--- src/rtl/vbi_pkg.sv ---
// ----------------------------------------------------------------------------
// vbi_pkg: shared types and constants for the Verlet body integrator
// Lane and merger FSM states, lane/merger status bundles, register indexes
// and the fixed field widths of the block.
// ----------------------------------------------------------------------------
`default_nettype none

package vbi_pkg;

   // Fixed field widths
   localparam int STEP_WIDTH      = 32;  // time_step and pixel_scale
   localparam int SCALE_FRAC      = 24;  // pixel_scale is Q8.24
   localparam int SCREEN_WIDTH    = 16;  // pixel coordinates
   localparam int CSR_INDEX_WIDTH = 3;

   // Configuration register indexes
   localparam logic [CSR_INDEX_WIDTH-1:0] CSR_TIME_STEP   = 3'd0;
   localparam logic [CSR_INDEX_WIDTH-1:0] CSR_START_POS_X = 3'd1;
   localparam logic [CSR_INDEX_WIDTH-1:0] CSR_START_POS_Y = 3'd2;
   localparam logic [CSR_INDEX_WIDTH-1:0] CSR_START_VEL_X = 3'd3;
   localparam logic [CSR_INDEX_WIDTH-1:0] CSR_START_VEL_Y = 3'd4;
   localparam logic [CSR_INDEX_WIDTH-1:0] CSR_PIXEL_SCALE = 3'd5;

   // Per-axis lane sequencer
   typedef enum logic [3:0] {
      L_IDLE,
      L_DV_MUL,
      L_DV,
      L_VEL,
      L_BACK_LD,
      L_BACK_MUL,
      L_BACK,
      L_PREV,
      L_TERM_MUL,
      L_TERM,
      L_POS,
      L_SCR_LD,
      L_SCR_MUL,
      L_SCR,
      L_SQ_MUL,
      L_DONE
   } lane_state_type;

   // Merger sequencer
   typedef enum logic [1:0] {
      M_IDLE,
      M_ROOT,
      M_DONE
   } merge_state_type;

   // Top to lanes: start one step
   typedef struct packed {
      logic start;
      logic seed;
   } lane_ctrl_type;

   // Lane to merger: step finished, saturation seen
   typedef struct packed {
      logic done;
      logic ovf;
   } lane_status_type;

   // Merger to top: result ready, combined saturation flag
   typedef struct packed {
      logic done;
      logic ovf;
   } merge_status_type;

endpackage

`default_nettype wire

--- src/rtl/vbi_lane.sv ---
// ----------------------------------------------------------------------------
// vbi_lane: one axis of the integrator
// Holds pos/prev/vel for its axis and runs the step through a shared
// shift-add multiplier: a*dt, seed v*dt, (a*dt)*dt, pos*scale and |v|^2.
// ----------------------------------------------------------------------------
`default_nettype none

module vbi_lane
   import vbi_pkg::*;
#(
   parameter int WORD_WIDTH = 48,
   parameter int FRAC_BITS  = 16
)
(
   input  logic                           clock,
   input  logic                           reset,
   input  lane_ctrl_type                  ctrl,
   input  logic                           ack,
   input  logic signed [WORD_WIDTH-1:0]   acc,
   input  logic signed [WORD_WIDTH-1:0]   start_pos,
   input  logic signed [WORD_WIDTH-1:0]   start_vel,
   input  logic        [STEP_WIDTH-1:0]   time_step,
   input  logic        [STEP_WIDTH-1:0]   pixel_scale,
   output logic signed [WORD_WIDTH-1:0]   pos,
   output logic signed [SCREEN_WIDTH-1:0] screen,
   output logic        [2*WORD_WIDTH-1:0] vsq,
   output lane_status_type                status
);

   localparam int PW        = 2 * WORD_WIDTH;
   localparam int SW        = WORD_WIDTH + 3;
   localparam int SCR_SHIFT = FRAC_BITS + SCALE_FRAC;

   localparam logic [PW-1:0] W_LIM = PW'(1) << (WORD_WIDTH - 1);
   localparam logic [PW-1:0] S_LIM = PW'(1) << (SCREEN_WIDTH - 1);
   localparam logic signed [WORD_WIDTH-1:0] W_MAX = {1'b0, {(WORD_WIDTH-1){1'b1}}};
   localparam logic signed [WORD_WIDTH-1:0] W_MIN = {1'b1, {(WORD_WIDTH-1){1'b0}}};
   localparam logic signed [SCREEN_WIDTH-1:0] S_MAX = {1'b0, {(SCREEN_WIDTH-1){1'b1}}};
   localparam logic signed [SCREEN_WIDTH-1:0] S_MIN = {1'b1, {(SCREEN_WIDTH-1){1'b0}}};

   // Magnitude of a signed word
   function automatic logic [WORD_WIDTH-1:0] mag_of(input logic signed [WORD_WIDTH-1:0] v);
      logic signed [WORD_WIDTH-1:0] n;
      n = -v;
      return v[WORD_WIDTH-1] ? n : v;
   endfunction

   // Clamp an exact sum to the word; top bit is the saturation flag
   function automatic logic [WORD_WIDTH:0] sat_sum(input logic signed [SW-1:0] v);
      logic [SW-WORD_WIDTH:0] top_bits;
      top_bits = v[SW-1:WORD_WIDTH-1];
      if ((&top_bits) || !(|top_bits)) begin
         return {1'b0, v[WORD_WIDTH-1:0]};
      end else if (v[SW-1]) begin
         return {1'b1, W_MIN};
      end else begin
         return {1'b1, W_MAX};
      end
   endfunction

   lane_state_type state_ff, state_in;

   logic signed [WORD_WIDTH-1:0]   pos_ff, pos_in;
   logic signed [WORD_WIDTH-1:0]   prev_ff, prev_in;
   logic signed [WORD_WIDTH-1:0]   vel_ff, vel_in;
   logic signed [WORD_WIDTH-1:0]   dv_ff, dv_in;
   logic signed [WORD_WIDTH-1:0]   tmp_ff, tmp_in;
   logic signed [SCREEN_WIDTH-1:0] scr_ff, scr_in;
   logic                           ovf_ff, ovf_in;
   logic                           seed_ff, seed_in;
   logic                           neg_ff, neg_in;
   logic [PW-1:0]                  mcand_ff, mcand_in;
   logic [WORD_WIDTH-1:0]          mplier_ff, mplier_in;
   logic [PW-1:0]                  prod_ff, prod_in;

   logic                           mul_done;
   logic [PW-1:0]                  mw_mag;
   logic                           mw_ovf;
   logic signed [WORD_WIDTH-1:0]   mw_val;
   logic [PW-1:0]                  ms_mag;
   logic                           ms_ovf;
   logic signed [SCREEN_WIDTH-1:0] ms_val;
   logic [WORD_WIDTH:0]            vel_sum;
   logic [WORD_WIDTH:0]            prev_sum;
   logic [WORD_WIDTH:0]            pos_sum;

   assign mul_done = (mplier_ff == '0);

   // Product to word: truncate magnitude, restore sign, clamp
   always_comb begin
      mw_mag = prod_ff >> FRAC_BITS;
      mw_ovf = neg_ff ? (mw_mag > W_LIM) : (mw_mag >= W_LIM);
      if (mw_ovf) begin
         mw_val = neg_ff ? W_MIN : W_MAX;
      end else if (neg_ff) begin
         mw_val = -$signed(mw_mag[WORD_WIDTH-1:0]);
      end else begin
         mw_val = $signed(mw_mag[WORD_WIDTH-1:0]);
      end
   end

   // Product to pixels
   always_comb begin
      ms_mag = prod_ff >> SCR_SHIFT;
      ms_ovf = neg_ff ? (ms_mag > S_LIM) : (ms_mag >= S_LIM);
      if (ms_ovf) begin
         ms_val = neg_ff ? S_MIN : S_MAX;
      end else if (neg_ff) begin
         ms_val = -$signed(ms_mag[SCREEN_WIDTH-1:0]);
      end else begin
         ms_val = $signed(ms_mag[SCREEN_WIDTH-1:0]);
      end
   end

   // Exact sums, clamped once
   assign vel_sum  = sat_sum(SW'(vel_ff) + SW'(dv_ff));
   assign prev_sum = sat_sum(SW'(pos_ff) - SW'(tmp_ff));
   assign pos_sum  = sat_sum(SW'(pos_ff) + SW'(pos_ff) - SW'(prev_ff) + SW'(tmp_ff));

   // Next state
   always_comb begin
      state_in = state_ff;
      case (state_ff)
         L_IDLE:     if (ctrl.start) state_in = L_DV_MUL;
         L_DV_MUL:   if (mul_done) state_in = L_DV;
         L_DV:       state_in = L_VEL;
         L_VEL:      state_in = seed_ff ? L_BACK_LD : L_TERM_MUL;
         L_BACK_LD:  state_in = L_BACK_MUL;
         L_BACK_MUL: if (mul_done) state_in = L_BACK;
         L_BACK:     state_in = L_PREV;
         L_PREV:     state_in = L_TERM_MUL;
         L_TERM_MUL: if (mul_done) state_in = L_TERM;
         L_TERM:     state_in = L_POS;
         L_POS:      state_in = L_SCR_LD;
         L_SCR_LD:   state_in = L_SCR_MUL;
         L_SCR_MUL:  if (mul_done) state_in = L_SCR;
         L_SCR:      state_in = L_SQ_MUL;
         L_SQ_MUL:   if (mul_done) state_in = L_DONE;
         L_DONE:     if (ack) state_in = L_IDLE;
         default:    state_in = L_IDLE;
      endcase
   end

   // Datapath per state
   always_comb begin
      pos_in    = pos_ff;
      prev_in   = prev_ff;
      vel_in    = vel_ff;
      dv_in     = dv_ff;
      tmp_in    = tmp_ff;
      scr_in    = scr_ff;
      ovf_in    = ovf_ff;
      seed_in   = seed_ff;
      neg_in    = neg_ff;
      mcand_in  = mcand_ff;
      mplier_in = mplier_ff;
      prod_in   = prod_ff;
      case (state_ff)
         L_IDLE: begin
            if (ctrl.start) begin
               seed_in   = ctrl.seed;
               ovf_in    = 1'b0;
               if (ctrl.seed) begin
                  pos_in = start_pos;
                  vel_in = start_vel;
               end
               mcand_in  = PW'(mag_of(acc));
               mplier_in = WORD_WIDTH'(time_step);
               prod_in   = '0;
               neg_in    = acc[WORD_WIDTH-1];
            end
         end
         L_DV_MUL, L_BACK_MUL, L_TERM_MUL, L_SCR_MUL, L_SQ_MUL: begin
            if (!mul_done) begin
               prod_in   = mplier_ff[0] ? prod_ff + mcand_ff : prod_ff;
               mcand_in  = mcand_ff << 1;
               mplier_in = mplier_ff >> 1;
            end
         end
         L_DV: begin
            dv_in  = mw_val;
            ovf_in = ovf_ff | mw_ovf;
         end
         L_VEL: begin
            vel_in = $signed(vel_sum[WORD_WIDTH-1:0]);
            ovf_in = ovf_ff | vel_sum[WORD_WIDTH];
            if (!seed_ff) begin
               mcand_in  = PW'(mag_of(dv_ff));
               mplier_in = WORD_WIDTH'(time_step);
               prod_in   = '0;
               neg_in    = dv_ff[WORD_WIDTH-1];
            end
         end
         L_BACK_LD: begin
            mcand_in  = PW'(mag_of(vel_ff));
            mplier_in = WORD_WIDTH'(time_step);
            prod_in   = '0;
            neg_in    = vel_ff[WORD_WIDTH-1];
         end
         L_BACK, L_TERM: begin
            tmp_in = mw_val;
            ovf_in = ovf_ff | mw_ovf;
         end
         L_PREV: begin
            prev_in   = $signed(prev_sum[WORD_WIDTH-1:0]);
            ovf_in    = ovf_ff | prev_sum[WORD_WIDTH];
            mcand_in  = PW'(mag_of(dv_ff));
            mplier_in = WORD_WIDTH'(time_step);
            prod_in   = '0;
            neg_in    = dv_ff[WORD_WIDTH-1];
         end
         L_POS: begin
            prev_in = pos_ff;
            pos_in  = $signed(pos_sum[WORD_WIDTH-1:0]);
            ovf_in  = ovf_ff | pos_sum[WORD_WIDTH];
         end
         L_SCR_LD: begin
            mcand_in  = PW'(mag_of(pos_ff));
            mplier_in = WORD_WIDTH'(pixel_scale);
            prod_in   = '0;
            neg_in    = pos_ff[WORD_WIDTH-1];
         end
         L_SCR: begin
            scr_in    = ms_val;
            ovf_in    = ovf_ff | ms_ovf;
            mcand_in  = PW'(mag_of(vel_ff));
            mplier_in = mag_of(vel_ff);
            prod_in   = '0;
            neg_in    = 1'b0;
         end
         default: begin
         end
      endcase
   end

   always_ff @(posedge clock) begin
      if (reset) begin
         state_ff <= L_IDLE;
         pos_ff   <= '0;
         prev_ff  <= '0;
         vel_ff   <= '0;
         ovf_ff   <= 1'b0;
         seed_ff  <= 1'b0;
      end else begin
         state_ff <= state_in;
         pos_ff   <= pos_in;
         prev_ff  <= prev_in;
         vel_ff   <= vel_in;
         ovf_ff   <= ovf_in;
         seed_ff  <= seed_in;
      end
      dv_ff     <= dv_in;
      tmp_ff    <= tmp_in;
      scr_ff    <= scr_in;
      neg_ff    <= neg_in;
      mcand_ff  <= mcand_in;
      mplier_ff <= mplier_in;
      prod_ff   <= prod_in;
   end

   assign pos         = pos_ff;
   assign screen      = scr_ff;
   assign vsq         = prod_ff;
   assign status.done = (state_ff == L_DONE);
   assign status.ovf  = ovf_ff;

endmodule

`default_nettype wire

--- config.mk ---
export PLATFORM = sky130hd
export DESIGN_NAME = vbi_lane
export DESIGN_NICKNAME = d
export VERILOG_FILES = /design/src/rtl/vbi_pkg.sv /design/src/rtl/vbi_lane.sv
export SDC_FILE = /design/constraint.sdc
export NUM_CORES = 2
export LEC_CHECK = 0
export BUFFER_PORTS_ARGS = -buffer_cell sky130_fd_sc_hd__buf_2
export CORE_MARGIN = 2
export CORE_UTILIZATION = 45
export DETAILED_ROUTE_END_ITERATION = 6
export HOLD_SLACK_MARGIN = 0.08
export PLACE_DENSITY_LB_ADDON = 0.05
export SETUP_SLACK_MARGIN = 0.4
export SLEW_MARGIN = 20
export SYNTH_ARGS = -nofsm -noshare
export SYNTH_HDL_FRONTEND = slang
export SYNTH_SLANG_ARGS = --single-unit
--- constraint.sdc ---
create_clock -name clock -period 21.4 [get_ports clock]
set_input_delay 1.07 -clock clock [delete_from_list [all_inputs] [get_ports clock]]
set_output_delay 1.07 -clock clock [all_outputs]
set_load 0.02 [all_outputs]
==> metrics.txt <==
outcome=complete, no violations; Post-Syn Area=43200 sq um; Post-CTS Hold Buffers=0; top achievable clock speed=183 MHz; initial antenna violation count=17; via count of the first global-routing pass=39800; CTS Root Cell=clkbuf_16; Avg Vias per Cell=6.37; Synth cell types=90; synth warn=0; layout cells sized above 1=0.112; Final ANT Viol Nets=0; post-CTS sizing=0; core area=95200 sq um; commonest cells after routing, fill and taps aside=499 x a21oi_1, 446 x nor2_1, 410 x nand2_1; Filler Cells Inserted=9405; R2R depth=10; Clock Sinks=503; Worst-Skew Late Latency=0.73 ns; CP Data Arrival Time=5.81 ns; WL final=180 mm; Setup Skew=0.0493 ns; sequential share of the synthesized area=0.315; CP startpoint kind=flip-flop; commonest non-fill, non-tap cell in the layout=a21oi_1; Hold Fails Final Rpt=0; DIE WIDTH=314 um; Post-synth EDFFs=353; final net count=5928; Slew Viols, Final=0; RSZ-0062 raised after global routing=no; PortBufs=374; vias=43000; period utilization=0.255; wire per inst=26.8 um; Relative slew margins=0.222; Die ar.=98500 sq um; Synth Area per Inst=8.26 sq um; worst hold path class=reg -> reg; Detailed Routing Iterations Pass 1=7; Synth async-reset ratio=0; critical path peak fanout=82; Worst EP required=21.75 ns; leakage power=19.3 nW; Total Routing Usage GR=0.355; routability congestion estimate from global placement=0.970; Synth Instances=5233; GR Overflow Total=0; First DRT Iteration DRCs=5526; postcts setup bufs=0; cts bufs inserted=60; initial core utilization=0.454; row cnt=113; hpwl dp=143 mm; global-route wire length before repair=264 mm; flop-to-flop setup slack=15.94 ns; area grow syn2layout=11.4%; Max-Cap Viols=0; deepest clock path buffer count=3; setup violators final=0; largest net degree at the start of global routing=83; hold slack=0.500 ns; worst slew pin tran=1.16 ns; Power Dens Cells=163 nW/um^2; CP endpoint kind=flip-flop; syn nets=5745; maximum VDD drop=0.214 mV; Top FF cell, synth=edfxtp_1; setup_tns=0 ns; fin crit period=5.46 ns; IO Count=375; DRC viols=0; crit path kind=reg -> reg; H-tree depth=2; Worst Hold Path Cells=2; TritonCTS clock tree=built; CTS clk-pin slew, worst paths=0.06 ns; Die H=314 um; count of state elements after synthesis=503
[routing by layer]
metal	GRT usage	up-vias	part of all wire
met5	0	-	0.00032
met4	0.106	8	0.032
met3	0.0757	289	0.10
met2	0.513	2093	0.41
met1	0.528	20700	0.45
li1	-	19900	-
[per-stage QoR]
stage                     cells   util  setup WS [ns]  cell area [sq um]  total power, mW
after floorplan            5233      -          12.14              43200             5.08
after global placement     6619  0.485          16.07              46100             6.63
after detailed placement   6619  0.485          15.91              46100             6.61
after CTS                  6729  0.506          15.95              48100             7.73
after global routing       6731  0.506          15.59              48100             8.32
final                      6738  0.506          15.94              48200             7.83
[final cells by class]
class,count,area [sq um],share of cell area
diodes,9,22.5,0.000468
clock buffers,71,1560,0.0324
clock inverters,39,465,0.00966
inverters,284,1070,0.0221
multi-input cells,4126,27500,0.571
flip-flops and latches,503,13600,0.282
well taps,1265,1580,0.0329
repair buffers,441,2380,0.0494
[power by group]
part	switching, mW	internal (mW)
Sequential	0.542	1.57
Clock	0.475	0.609
Combinational	3.07	1.57
Total	4.08	3.75
[sequential cells by signal (all words and copies together), names as in the netlist]
register,flops
mcand_ff,96
vsq,96
dv_ff,48
mplier_ff,48
pos,48
prev_ff,48
tmp_ff,48
vel_ff,48
screen,16
state_ff,4
neg_ff,1
ovf_ff,1
seed_ff,1
[critical path, stage by stage (launching register included)]
cell	delay [ns]
dfxtp_1	0.94
o21ai_0	0.49
o22ai_4	0.27
buf_4	0.69
o31ai_2	0.35
nand3_1	0.17
a21oi_1	0.16
a21oi_4	0.19
buf_4	0.41
o21a_4	0.48
buf_4	0.79
[final timing paths]
| check | end | start |
|---|---|---|
| worst max-delay path | vsq[64]$_SDFFCE_PP0P_ | state_ff[3]$_SDFFE_PP0P_ |
| worst min-delay path | prev_ff[45]$_SDFFE_PP0P_ | prev_ff[45]$_SDFFE_PP0P_ |
| worst max register to register | vsq[64]$_SDFFCE_PP0P_ | state_ff[3]$_SDFFE_PP0P_ |
| worst min register to register | prev_ff[45]$_SDFFE_PP0P_ | prev_ff[45]$_SDFFE_PP0P_ |
[cell usage after synthesis, types with 150 or more instances]
| cell | number | area [sq um] |
|---|---|---|
| a21o_1 | 163 | 1220 |
| dfxtp_1 | 150 | 3000 |
| xnor2_1 | 189 | 1660 |
| clkbuf_1 | 288 | 1080 |
| nor2_1 | 451 | 1690 |
| xor2_1 | 202 | 1770 |
| inv_1 | 284 | 1070 |
| o21ai_0 | 405 | 2030 |
| edfxtp_1 | 353 | 10600 |
| ha_1 | 247 | 3090 |
| a21oi_1 | 503 | 2520 |
| nand2_1 | 410 | 1540 |
[kinds of logic after synthesis]
family | after synthesis | share of synthesized area
fa+ha+maj | 299 | 0.0956
xor+xnor | 391 | 0.0792
compound gates | 1841 | 0.274
flops | 503 | 0.315
simple gates | 1572 | 0.178
mux | 23 | 0.00544
buf+inv | 604 | 0.0529
Note: power is estimated with default switching activity, not from simulation.
