<file path="config.mk">
export PLATFORM = sky130hd
export DESIGN_NAME = vbi_merge
export DESIGN_NICKNAME = d
export VERILOG_FILES = /design/src/rtl/vbi_pkg.sv /design/src/rtl/vbi_merge.sv
export SDC_FILE = /design/constraint.sdc
export NUM_CORES = 1
export LEC_CHECK = 0
export BUFFER_PORTS_ARGS = -buffer_cell sky130_fd_sc_hd__clkbuf_2
export CAP_MARGIN = 10
export CORE_MARGIN = 2
export CORE_UTILIZATION = 59
export CTS_BUF_LIST = sky130_fd_sc_hd__clkbuf_16
export CTS_CLUSTER_DIAMETER = 30
export CTS_CLUSTER_SIZE = 12
export DETAILED_ROUTE_END_ITERATION = 7
export PLACE_DENSITY = 0.79
export SETUP_SLACK_MARGIN = 0.3
export SYNTH_ARGS = -nofsm -noshare
export SYNTH_HDL_FRONTEND = slang
export SYNTH_SLANG_ARGS = --single-unit
export TNS_END_PERCENT = 30
</file>
<file path="constraint.sdc">
create_clock -name clock -period 9.3 [get_ports clock]
set_clock_uncertainty 0.1 [all_clocks]
set_input_delay 1.86 -clock clock [delete_from_list [all_inputs] [get_ports clock]]
set_output_delay 1.86 -clock clock [all_outputs]
set_load 0.01 [all_outputs]
</file>
<file path="src/rtl/vbi_pkg.sv">
// ----------------------------------------------------------------------------
// vbi_pkg: shared types and constants for the Verlet body integrator
// Lane and merger FSM states, lane/merger status bundles, register indexes
// and the fixed field widths of the block.
// ----------------------------------------------------------------------------
`default_nettype none

package vbi_pkg;

   // Fixed field widths
   localparam int STEP_WIDTH      = 32;  // time_step and pixel_scale
   localparam int SCALE_FRAC      = 24;  // pixel_scale is Q8.24
   localparam int SCREEN_WIDTH    = 16;  // pixel coordinates
   localparam int CSR_INDEX_WIDTH = 3;

   // Configuration register indexes
   localparam logic [CSR_INDEX_WIDTH-1:0] CSR_TIME_STEP   = 3'd0;
   localparam logic [CSR_INDEX_WIDTH-1:0] CSR_START_POS_X = 3'd1;
   localparam logic [CSR_INDEX_WIDTH-1:0] CSR_START_POS_Y = 3'd2;
   localparam logic [CSR_INDEX_WIDTH-1:0] CSR_START_VEL_X = 3'd3;
   localparam logic [CSR_INDEX_WIDTH-1:0] CSR_START_VEL_Y = 3'd4;
   localparam logic [CSR_INDEX_WIDTH-1:0] CSR_PIXEL_SCALE = 3'd5;

   // Per-axis lane sequencer
   typedef enum logic [3:0] {
      L_IDLE,
      L_DV_MUL,
      L_DV,
      L_VEL,
      L_BACK_LD,
      L_BACK_MUL,
      L_BACK,
      L_PREV,
      L_TERM_MUL,
      L_TERM,
      L_POS,
      L_SCR_LD,
      L_SCR_MUL,
      L_SCR,
      L_SQ_MUL,
      L_DONE
   } lane_state_type;

   // Merger sequencer
   typedef enum logic [1:0] {
      M_IDLE,
      M_ROOT,
      M_DONE
   } merge_state_type;

   // Top to lanes: start one step
   typedef struct packed {
      logic start;
      logic seed;
   } lane_ctrl_type;

   // Lane to merger: step finished, saturation seen
   typedef struct packed {
      logic done;
      logic ovf;
   } lane_status_type;

   // Merger to top: result ready, combined saturation flag
   typedef struct packed {
      logic done;
      logic ovf;
   } merge_status_type;

endpackage

`default_nettype wire

</file>
<file path="src/rtl/vbi_merge.sv">
// ----------------------------------------------------------------------------
// vbi_merge: combines the two lanes
// Adds the squared velocity components, takes the floor square root one
// result bit per cycle and merges the saturation flags.
// ----------------------------------------------------------------------------
`default_nettype none

module vbi_merge
   import vbi_pkg::*;
#(
   parameter int WORD_WIDTH = 48
)
(
   input  logic                           clock,
   input  logic                           reset,
   input  lane_status_type                lane_x,
   input  lane_status_type                lane_y,
   input  logic        [2*WORD_WIDTH-1:0] vsq_x,
   input  logic        [2*WORD_WIDTH-1:0] vsq_y,
   input  logic                           out_free,
   output logic                           lane_ack,
   output logic        [WORD_WIDTH-1:0]   speed,
   output merge_status_type               status
);

   localparam int PW = 2 * WORD_WIDTH;
   localparam int RW = WORD_WIDTH + 2;
   localparam int TW = WORD_WIDTH + 4;
   localparam int CW = $clog2(WORD_WIDTH);

   merge_state_type state_ff, state_in;

   logic [PW-1:0]         rad_ff, rad_in;
   logic [RW-1:0]         rem_ff, rem_in;
   logic [WORD_WIDTH-1:0] root_ff, root_in;
   logic [CW-1:0]         cnt_ff, cnt_in;
   logic                  ovf_ff, ovf_in;

   logic                  both_done;
   logic [PW:0]           sq_sum;
   logic [TW-1:0]         rem_try;
   logic [TW-1:0]         root_try;
   logic [TW-1:0]         rem_diff;

   assign both_done = lane_x.done && lane_y.done;
   // Sum of squares never exceeds 2^(2W-1), so the carry bit is always zero
   assign sq_sum    = {1'b0, vsq_x} + {1'b0, vsq_y};
   assign rem_try   = {rem_ff, rad_ff[PW-1:PW-2]};
   assign root_try  = {2'b00, root_ff, 2'b01};
   assign rem_diff  = rem_try - root_try;

   // Next state
   always_comb begin
      state_in = state_ff;
      case (state_ff)
         M_IDLE:  if (both_done) state_in = M_ROOT;
         M_ROOT:  if (cnt_ff == '0) state_in = M_DONE;
         M_DONE:  if (out_free) state_in = M_IDLE;
         default: state_in = M_IDLE;
      endcase
   end

   // Square root datapath: one result bit per cycle
   always_comb begin
      rad_in   = rad_ff;
      rem_in   = rem_ff;
      root_in  = root_ff;
      cnt_in   = cnt_ff;
      ovf_in   = ovf_ff;
      lane_ack = 1'b0;
      case (state_ff)
         M_IDLE: begin
            if (both_done) begin
               lane_ack = 1'b1;
               rad_in   = sq_sum[PW-1:0];
               rem_in   = '0;
               root_in  = '0;
               cnt_in   = CW'(WORD_WIDTH - 1);
               ovf_in   = lane_x.ovf | lane_y.ovf;
            end
         end
         M_ROOT: begin
            rad_in = rad_ff << 2;
            cnt_in = cnt_ff - 1'b1;
            if (rem_try >= root_try) begin
               rem_in  = rem_diff[RW-1:0];
               root_in = {root_ff[WORD_WIDTH-2:0], 1'b1};
            end else begin
               rem_in  = rem_try[RW-1:0];
               root_in = {root_ff[WORD_WIDTH-2:0], 1'b0};
            end
         end
         default: begin
         end
      endcase
   end

   always_ff @(posedge clock) begin
      if (reset) begin
         state_ff <= M_IDLE;
         ovf_ff   <= 1'b0;
      end else begin
         state_ff <= state_in;
         ovf_ff   <= ovf_in;
      end
      rad_ff  <= rad_in;
      rem_ff  <= rem_in;
      root_ff <= root_in;
      cnt_ff  <= cnt_in;
   end

   assign speed       = root_ff;
   assign status.done = (state_ff == M_DONE);
   assign status.ovf  = ovf_ff;

endmodule

`default_nettype wire

</file>
==> run_results.csv, run 1 <==
group,metric,value,unit
global_route,grt_max_degree,249,
power_and_ir_drop,switchingPower,1.412,mW
die,dieWidth,174.7,um
synthesis,yosys_warnings,0,
power_and_ir_drop,p_int,2.957,mW
drt,route.detailed.drc,0,
cts,cts_tree,"done",
power_and_ir_drop,p_leak,8.855,nW
power_and_ir_drop,seqPwrFrac,0.282,
cts,cts_resized,0,
place,hpwlAfterDp,34.92,mm
synthesis,synth-xor-area-share,0.07129,
critical_path,cp.buffers_inverters,1,
final_layout,final_common_cell,"a21oi_1",
synthesis,ys_types,68,
drt,wl_per_cell,17.86,um
synthesis,netlist_instances,2027,
synthesis,ys_async_sr_fraction,0,
cts,cts.sinks,203,
global_route,grt_pass1_vias,15590,
synthesis,synth-compound-area-share,0.2286,
sta,tns,0,ns
cts,cts_setup_buffers,0,
sta,worstMarginPinSlew,1.110,ns
synthesis,ys_seq_area_frac,0.3527,
critical_path,crit_path_cell_trace,"clkbuf_2 -> ha_1 -> a21oi_1 -> o211ai_1 -> and3_1 -> o21ai_0 -> a21boi_0 -> o211ai_1 -> a31oi_1 -> nor3_1 -> o21ai_0 -> xnor2_1 -> a21oi_1",
critical_path,crit_family,"compound AO/OA/AOI/OAI gates",
synthesis,synth-simple-area-share,0.1689,
place,routabilityCongestion,0.9798,
critical_path,critPathMaxStageDelay,0.61,ns
synthesis,syn-num-nets,2374,
run_status,status,"complete, no violations",
cts,path_clk_slew,0.05,ns
cts,clock_path_buffers,3,
synthesis,synth_top_family_by_area,"compound AO/OA/AOI/OAI gates",
critical_path,critPathKind,"in2reg",
sta,slew_violations,0,
drt,wirelength,47.28,mm
global_route,overflow,0,
synthesis,synth_mux_area_frac,0.02299,
cts,root_buffer,"clkbuf_16",
final_layout,synthToLayoutAreaGrowth,18.59,%
cts,cts_buffers,53,
final_layout,nets,2567,
sta,hold_violations,0,
synthesis,synth-edff-count,200,
place,place_area,0.01857,mm2
synthesis,synth_seq_cells,203,
synthesis,netlist_area,0.01720,mm2
global_route,antenna_found_initial,0,
sta,min_period,5.315,ns
power_and_ir_drop,p_sw_frac,0.3232,
die,rows,62,
drt,drt-initial-drc-count,1512,
drt,viasPerCell,6.080,
power_and_ir_drop,clock_power_share,0.425,
synthesis,synth_adder_area_share,0.1081,
drt,ant_nets,0,
critical_path,cp-start-kind,"primary input",
cts,cts.hold.buffers_added,0,
sta,period_share,0.5715,
die,initial_core_util,0.5993,
global_route,grt_pass1_wl,75.84,mm
final_layout,antennaDiodeCount,0,
drt,vias,16100,
final_layout,layout_common_cells,"a21oi_1, nor2_1, clkbuf_2, edfxtp_1, nand2_1",
place,io_buffers,249,
critical_path,critPathArrivalTime,5.46,ns
final_layout,fin_area,0.02040,mm2
cts,clk_latency,0.55,ns
die,ios,250,
worst_hold_path,hp-class,"reg2reg",
final_layout,drive_above_1_share,0.1613,
synthesis,syn_avg_cell_area,8.486,um2
critical_path,slowest_stage,"nor3_1",
sta,slew_headroom,0.2598,
critical_path,critPathMaxFanout,4,
power_and_ir_drop,vdd_drop_max,0.1365,mV
synthesis,synthFlopType,"edfxtp_1",
power_and_ir_drop,power_per_cell_area,214.2,mW/mm2
sta,rsz0062_at_grt,"false",
global_route,grt_usage,0.3003,
die,fp.coreArea,0.02870,mm2
sta,setup_viol,0,
critical_path,worst-endpoint-required,9.44,ns
job,drv_cap,0,
sta,clock.fmax,188.1,MHz
critical_path,end_kind,"flop",
power_and_ir_drop,comb_power_share,0.294,
cts,ctsHtreeMaxLevel,2,
die,dieArea,0.03053,mm2
drt,drtPass1Iterations,6,
die,die_y,174.7,um
-- worst paths after layout --
kind         startpoint  cells past startpoint          to  slack [ns]
max            vsq_x[4]                     13  rad_ff[95]        3.99
min           rad_ff[9]                      2  rad_ff[11]        0.41
max reg2reg    speed[7]                     14  rem_ff[49]        4.26
min reg2reg   rad_ff[9]                      2  rad_ff[11]        0.41
-- logic make-up after synthesis --
group / count (synthesis)
simple gates: 636
xor+xnor: 140
buf+inv: 213
compound gates: 648
fa+ha+maj: 148
flops: 203
mux: 39
-- sequential cells by signal, indices dropped and copies added, names as in the netlist --
register and flops:
ovf_ff 1, rem_ff 50, rad_ff 96, cnt_ff 6
speed 48, state_ff 2
-- layout make-up --
| cell class | instances | area, um2 |
|---|---|---|
| Clock inverter | 44 | 481.7 |
| Timing Repair Buffer | 254 | 1296 |
| Sequential cell | 203 | 6066 |
| Multi-Input combinational cell | 1611 | 10360 |
| Tap cell | 384 | 480.5 |
| Inverter | 97 | 364.1 |
| Fill cell | 2321 | 8304 |
| Clock buffer | 54 | 1351 |
-- routing by layer --
metal | global-route usage | wire length (um)
met5 | 0 | 0
met4 | 0.09965 | 1421
met3 | 0.03699 | 2736
met2 | 0.5082 | 22490
met1 | 0.4004 | 20630
-- power groups by stage --
stage          Sequential (mW)  Clock [mW]  Combinational, mW
2_1_floorplan             1.26           0              0.923
6_report                  1.23        1.86               1.28
5_1_grt                   1.24        1.92               1.41
3_5_place_dp              1.24           0               1.25
4_1_cts                   1.23        1.87               1.27
3_3_place_gp              1.24           0               1.23
-- cell usage after synthesis (4+ instances only) --
library cell  instances  share of area
a21oi_1             268          0.078
nor2_1              255          0.056
edfxtp_1            200           0.35
nand2_1             162          0.035
ha_1                147           0.11
o21ai_0             117          0.034
clkbuf_1            104          0.023
inv_1                97          0.021
xnor2_1              84          0.043
a21o_1               78          0.034
nand4_1              63          0.023
xor2_1               56          0.029
o21bai_1             43          0.019
nor3_1               36          0.010
mux2i_1              35          0.020
nand3_1              31         0.0090
a211oi_1             20         0.0087
nor2b_1              14         0.0051
o21a_1               14         0.0061
a21boi_0             12         0.0052
a31oi_1              12         0.0044
nand2b_1             12         0.0044
and3_1               11         0.0040
o211ai_1             10         0.0044
o21ai_1              10         0.0029
nor4_1                9         0.0033
o31ai_1               9         0.0039
or3_1                 9         0.0033
a211o_1               8         0.0041
buf_2                 7         0.0020
a221oi_1              6         0.0031
and4_1                6         0.0031
o221ai_1              6         0.0031
and2_1                4         0.0015
nand4b_1              4         0.0020
o22ai_1               4         0.0015
o311ai_0              4         0.0020
or2_2                 4         0.0015
or4_1                 4         0.0017
-- worst min-delay path, stage by stage (launching register included) --
cell and delay (ns):
edfxtp_1 0.31, nand2_1 0.05, nand2_1 0.05
-- through the flow --
step                      setup slack, ns  hold slack (ns)  power [mW]  cells  utilization
final                               3.985           0.4083       4.368   2647       0.7107
after global routing                3.806           0.4528       4.568   2647       0.7107
after CTS                           4.008           0.4048       4.364   2647       0.7107
after detailed placement            3.444           0.3972       2.494   2549       0.6468
after global placement              3.534           0.3872       2.471   2549       0.6468
after floorplan                     1.361           0.3733       2.184   2027            -
Note: power is estimated with default switching activity, not from simulation.
==> run 2, diff against run 1 <==
Settings changed: CORE_UTILIZATION 59 to 54, PLACE_DENSITY 0.79 to 0.76.
Clock period 9.3 ns to 4.8 ns, I/O delays scaled along.
==> run_results.csv, run 2 (synthesized netlist as in run 1, its figures left out) <==
group,metric,value,unit
run_status,status,"complete, no violations",
sta,slew_headroom,0.2340,
final_layout,synthToLayoutAreaGrowth,18.49,%
drt,viasPerCell,6.061,
global_route,antenna_found_initial,0,
sta,slew_violations,0,
sta,setup_viol,0,
sta,period_share,0.8577,
cts,cts_tree,"done",
sta,rsz0062_at_grt,"false",
global_route,grt_max_degree,102,
drt,wirelength,47.54,mm
drt,ant_nets,0,
final_layout,final_common_cell,"a21oi_1",
place,io_buffers,249,
global_route,grt_pass1_vias,15670,
drt,vias,16190,
drt,drtPass1Iterations,6,
critical_path,cp-start-kind,"primary input",
die,rows,65,
power_and_ir_drop,seqPwrFrac,0.290,
final_layout,regMostFlops,"rad_ff",
power_and_ir_drop,vdd_drop_max,0.2569,mV
power_and_ir_drop,power_per_cell_area,402.6,mW/mm2
die,ios,250,
sta,fin_ws,0.6830,ns
cts,cts_setup_buffers,0,
power_and_ir_drop,switchingPower,2.708,mW
global_route,overflow,0,
global_route,grt_usage,0.2796,
final_layout,layout_common_cells,"a21oi_1, nor2_1, clkbuf_2, edfxtp_1, nand2_1",
drt,route.detailed.drc,0,
die,dieArea,0.03330,mm2
final_layout,utilization,0.6475,
critical_path,r2r-start,"speed[6]",
power_and_ir_drop,p_leak,8.841,nW
worst_hold_path,whs_endpoint,"rad_ff[11]",
sta,clock.fmax,242.9,MHz
critical_path,r2r-end,"rem_ff[12]",
drt,wl_per_cell,17.80,um
cts,ctsHtreeMaxLevel,2,
critical_path,critPathMaxFanout,4,
sta,hold_violations,0,
cts,cts_resized,0,
critical_path,end_kind,"flop",
cts,cts.sinks,203,
power_and_ir_drop,p_sw_frac,0.3300,
die,fp.coreArea,0.03147,mm2
worst_hold_path,hp-class,"reg2reg",
final_layout,nets,2577,
final_layout,largest_reg_flops,96,
power_and_ir_drop,p_int,5.497,mW
cts,root_buffer,"clkbuf_16",
cts,clock_path_buffers,3,
critical_path,critPathArrivalTime,4.26,ns
power_and_ir_drop,clock_power_share,0.404,
die,initial_core_util,0.5465,
die,dieWidth,182.5,um
critical_path,critPathKind,"in2reg",
critical_path,reg2reg_slack,0.69,ns
cts,cts_buffers,48,
cts,cts.hold.buffers_added,0,
sta,worstMarginPinSlew,1.149,ns
sta,tns,0,ns
critical_path,worst-endpoint-required,4.94,ns
place,pre_cts_slack,0.1918,ns
global_route,grt_pass1_wl,76.76,mm
worst_hold_path,worstHoldStart,"rad_ff[9]",
power_and_ir_drop,comb_power_share,0.306,
place,routabilityCongestion,0.9515,
die,die_y,182.5,um
final_layout,drive_above_1_share,0.1622,
critical_path,rr_worst_depth,13,
final_layout,antennaDiodeCount,0,
worst_hold_path,hold_depth,2,
drt,drt-initial-drc-count,1411,
cts,clk_latency,0.57,ns
place,hpwlAfterDp,36.09,mm
cts,path_clk_slew,0.05,ns
sta,min_period,4.117,ns
job,drv_cap,0,
run 2: cell types whose count changed in the layout (fill, tap and decap cells not counted), sizes merged:
cell / delta
buf: +15
clkbuf: -6
clkinv: -6
inv: +4
bufinv: -1
run 2: worst max path at each step:
stage	start	end	depth (start not counted)	slack [ns]
after floorplan	vsq_x[0]	rad_ff[84]	14	0.81
after global placement	vsq_x[0]	rad_ff[76]	15	0.30
after detailed placement	vsq_x[0]	rad_ff[92]	15	0.19
after CTS	speed[7]	rem_ff[12]	13	0.73
after global routing	speed[7]	rem_ff[12]	13	0.36
final	vsq_x[0]	rad_ff[76]	15	0.68
run 2: layer usage:
metal,global-route usage,share of wire,wire length [um],vias up
met2,0.4771,0.48,22620,667
met4,0.1010,0.031,1480,0
li1,-,-,-,7818
met5,0,0,0,-
met3,0.03632,0.065,3074,137
met1,0.3644,0.43,20370,7566
run 2: critical path: stages:
cell,delay [ns]
clkbuf_2,0.09
ha_1,0.22
inv_1,0.07
fa_1,0.20
nor2b_1,0.07
o2111a_1,0.27
o21a_1,0.29
a211o_1,0.37
a211o_1,0.37
a21o_1,0.25
a31o_2,0.33
a31oi_1,0.30
o21ai_1,0.20
xnor2_1,0.18
a21oi_1,0.09
run 2: layout make-up:
| cell class | count | area, um2 |
|---|---|---|
| flip-flops and latches | 203 | 6066 |
| well taps | 402 | 503.0 |
| inverters | 97 | 364.1 |
| clock buffers | 48 | 1201 |
| clock inverters | 41 | 466.7 |
| repair buffers | 269 | 1421 |
| fillers | 2706 | 11090 |
| multi-input cells | 1611 | 10360 |
run 2: per-stage QoR:
stage               hold WS (ns)  area (um2)  std cells  power, mW
detailed placement        0.4057       18710       2582      4.862
floorplan                 0.3733       17210       2027      4.197
finish                    0.4091       20380       2671      8.205
global placement          0.4066       18710       2582      4.815
CTS                       0.4155       20380       2671      8.205
global route              0.4271       20380       2671      8.597
run 2: power groups by stage:
stage / combinational (mW) / clock, mW / sequential, mW
finish: 2.51 / 3.32 / 2.38
global route: 2.76 / 3.44 / 2.40
CTS: 2.48 / 3.34 / 2.38
detailed placement: 2.45 / 0 / 2.41
global placement: 2.42 / 0 / 2.40
floorplan: 1.79 / 0 / 2.41
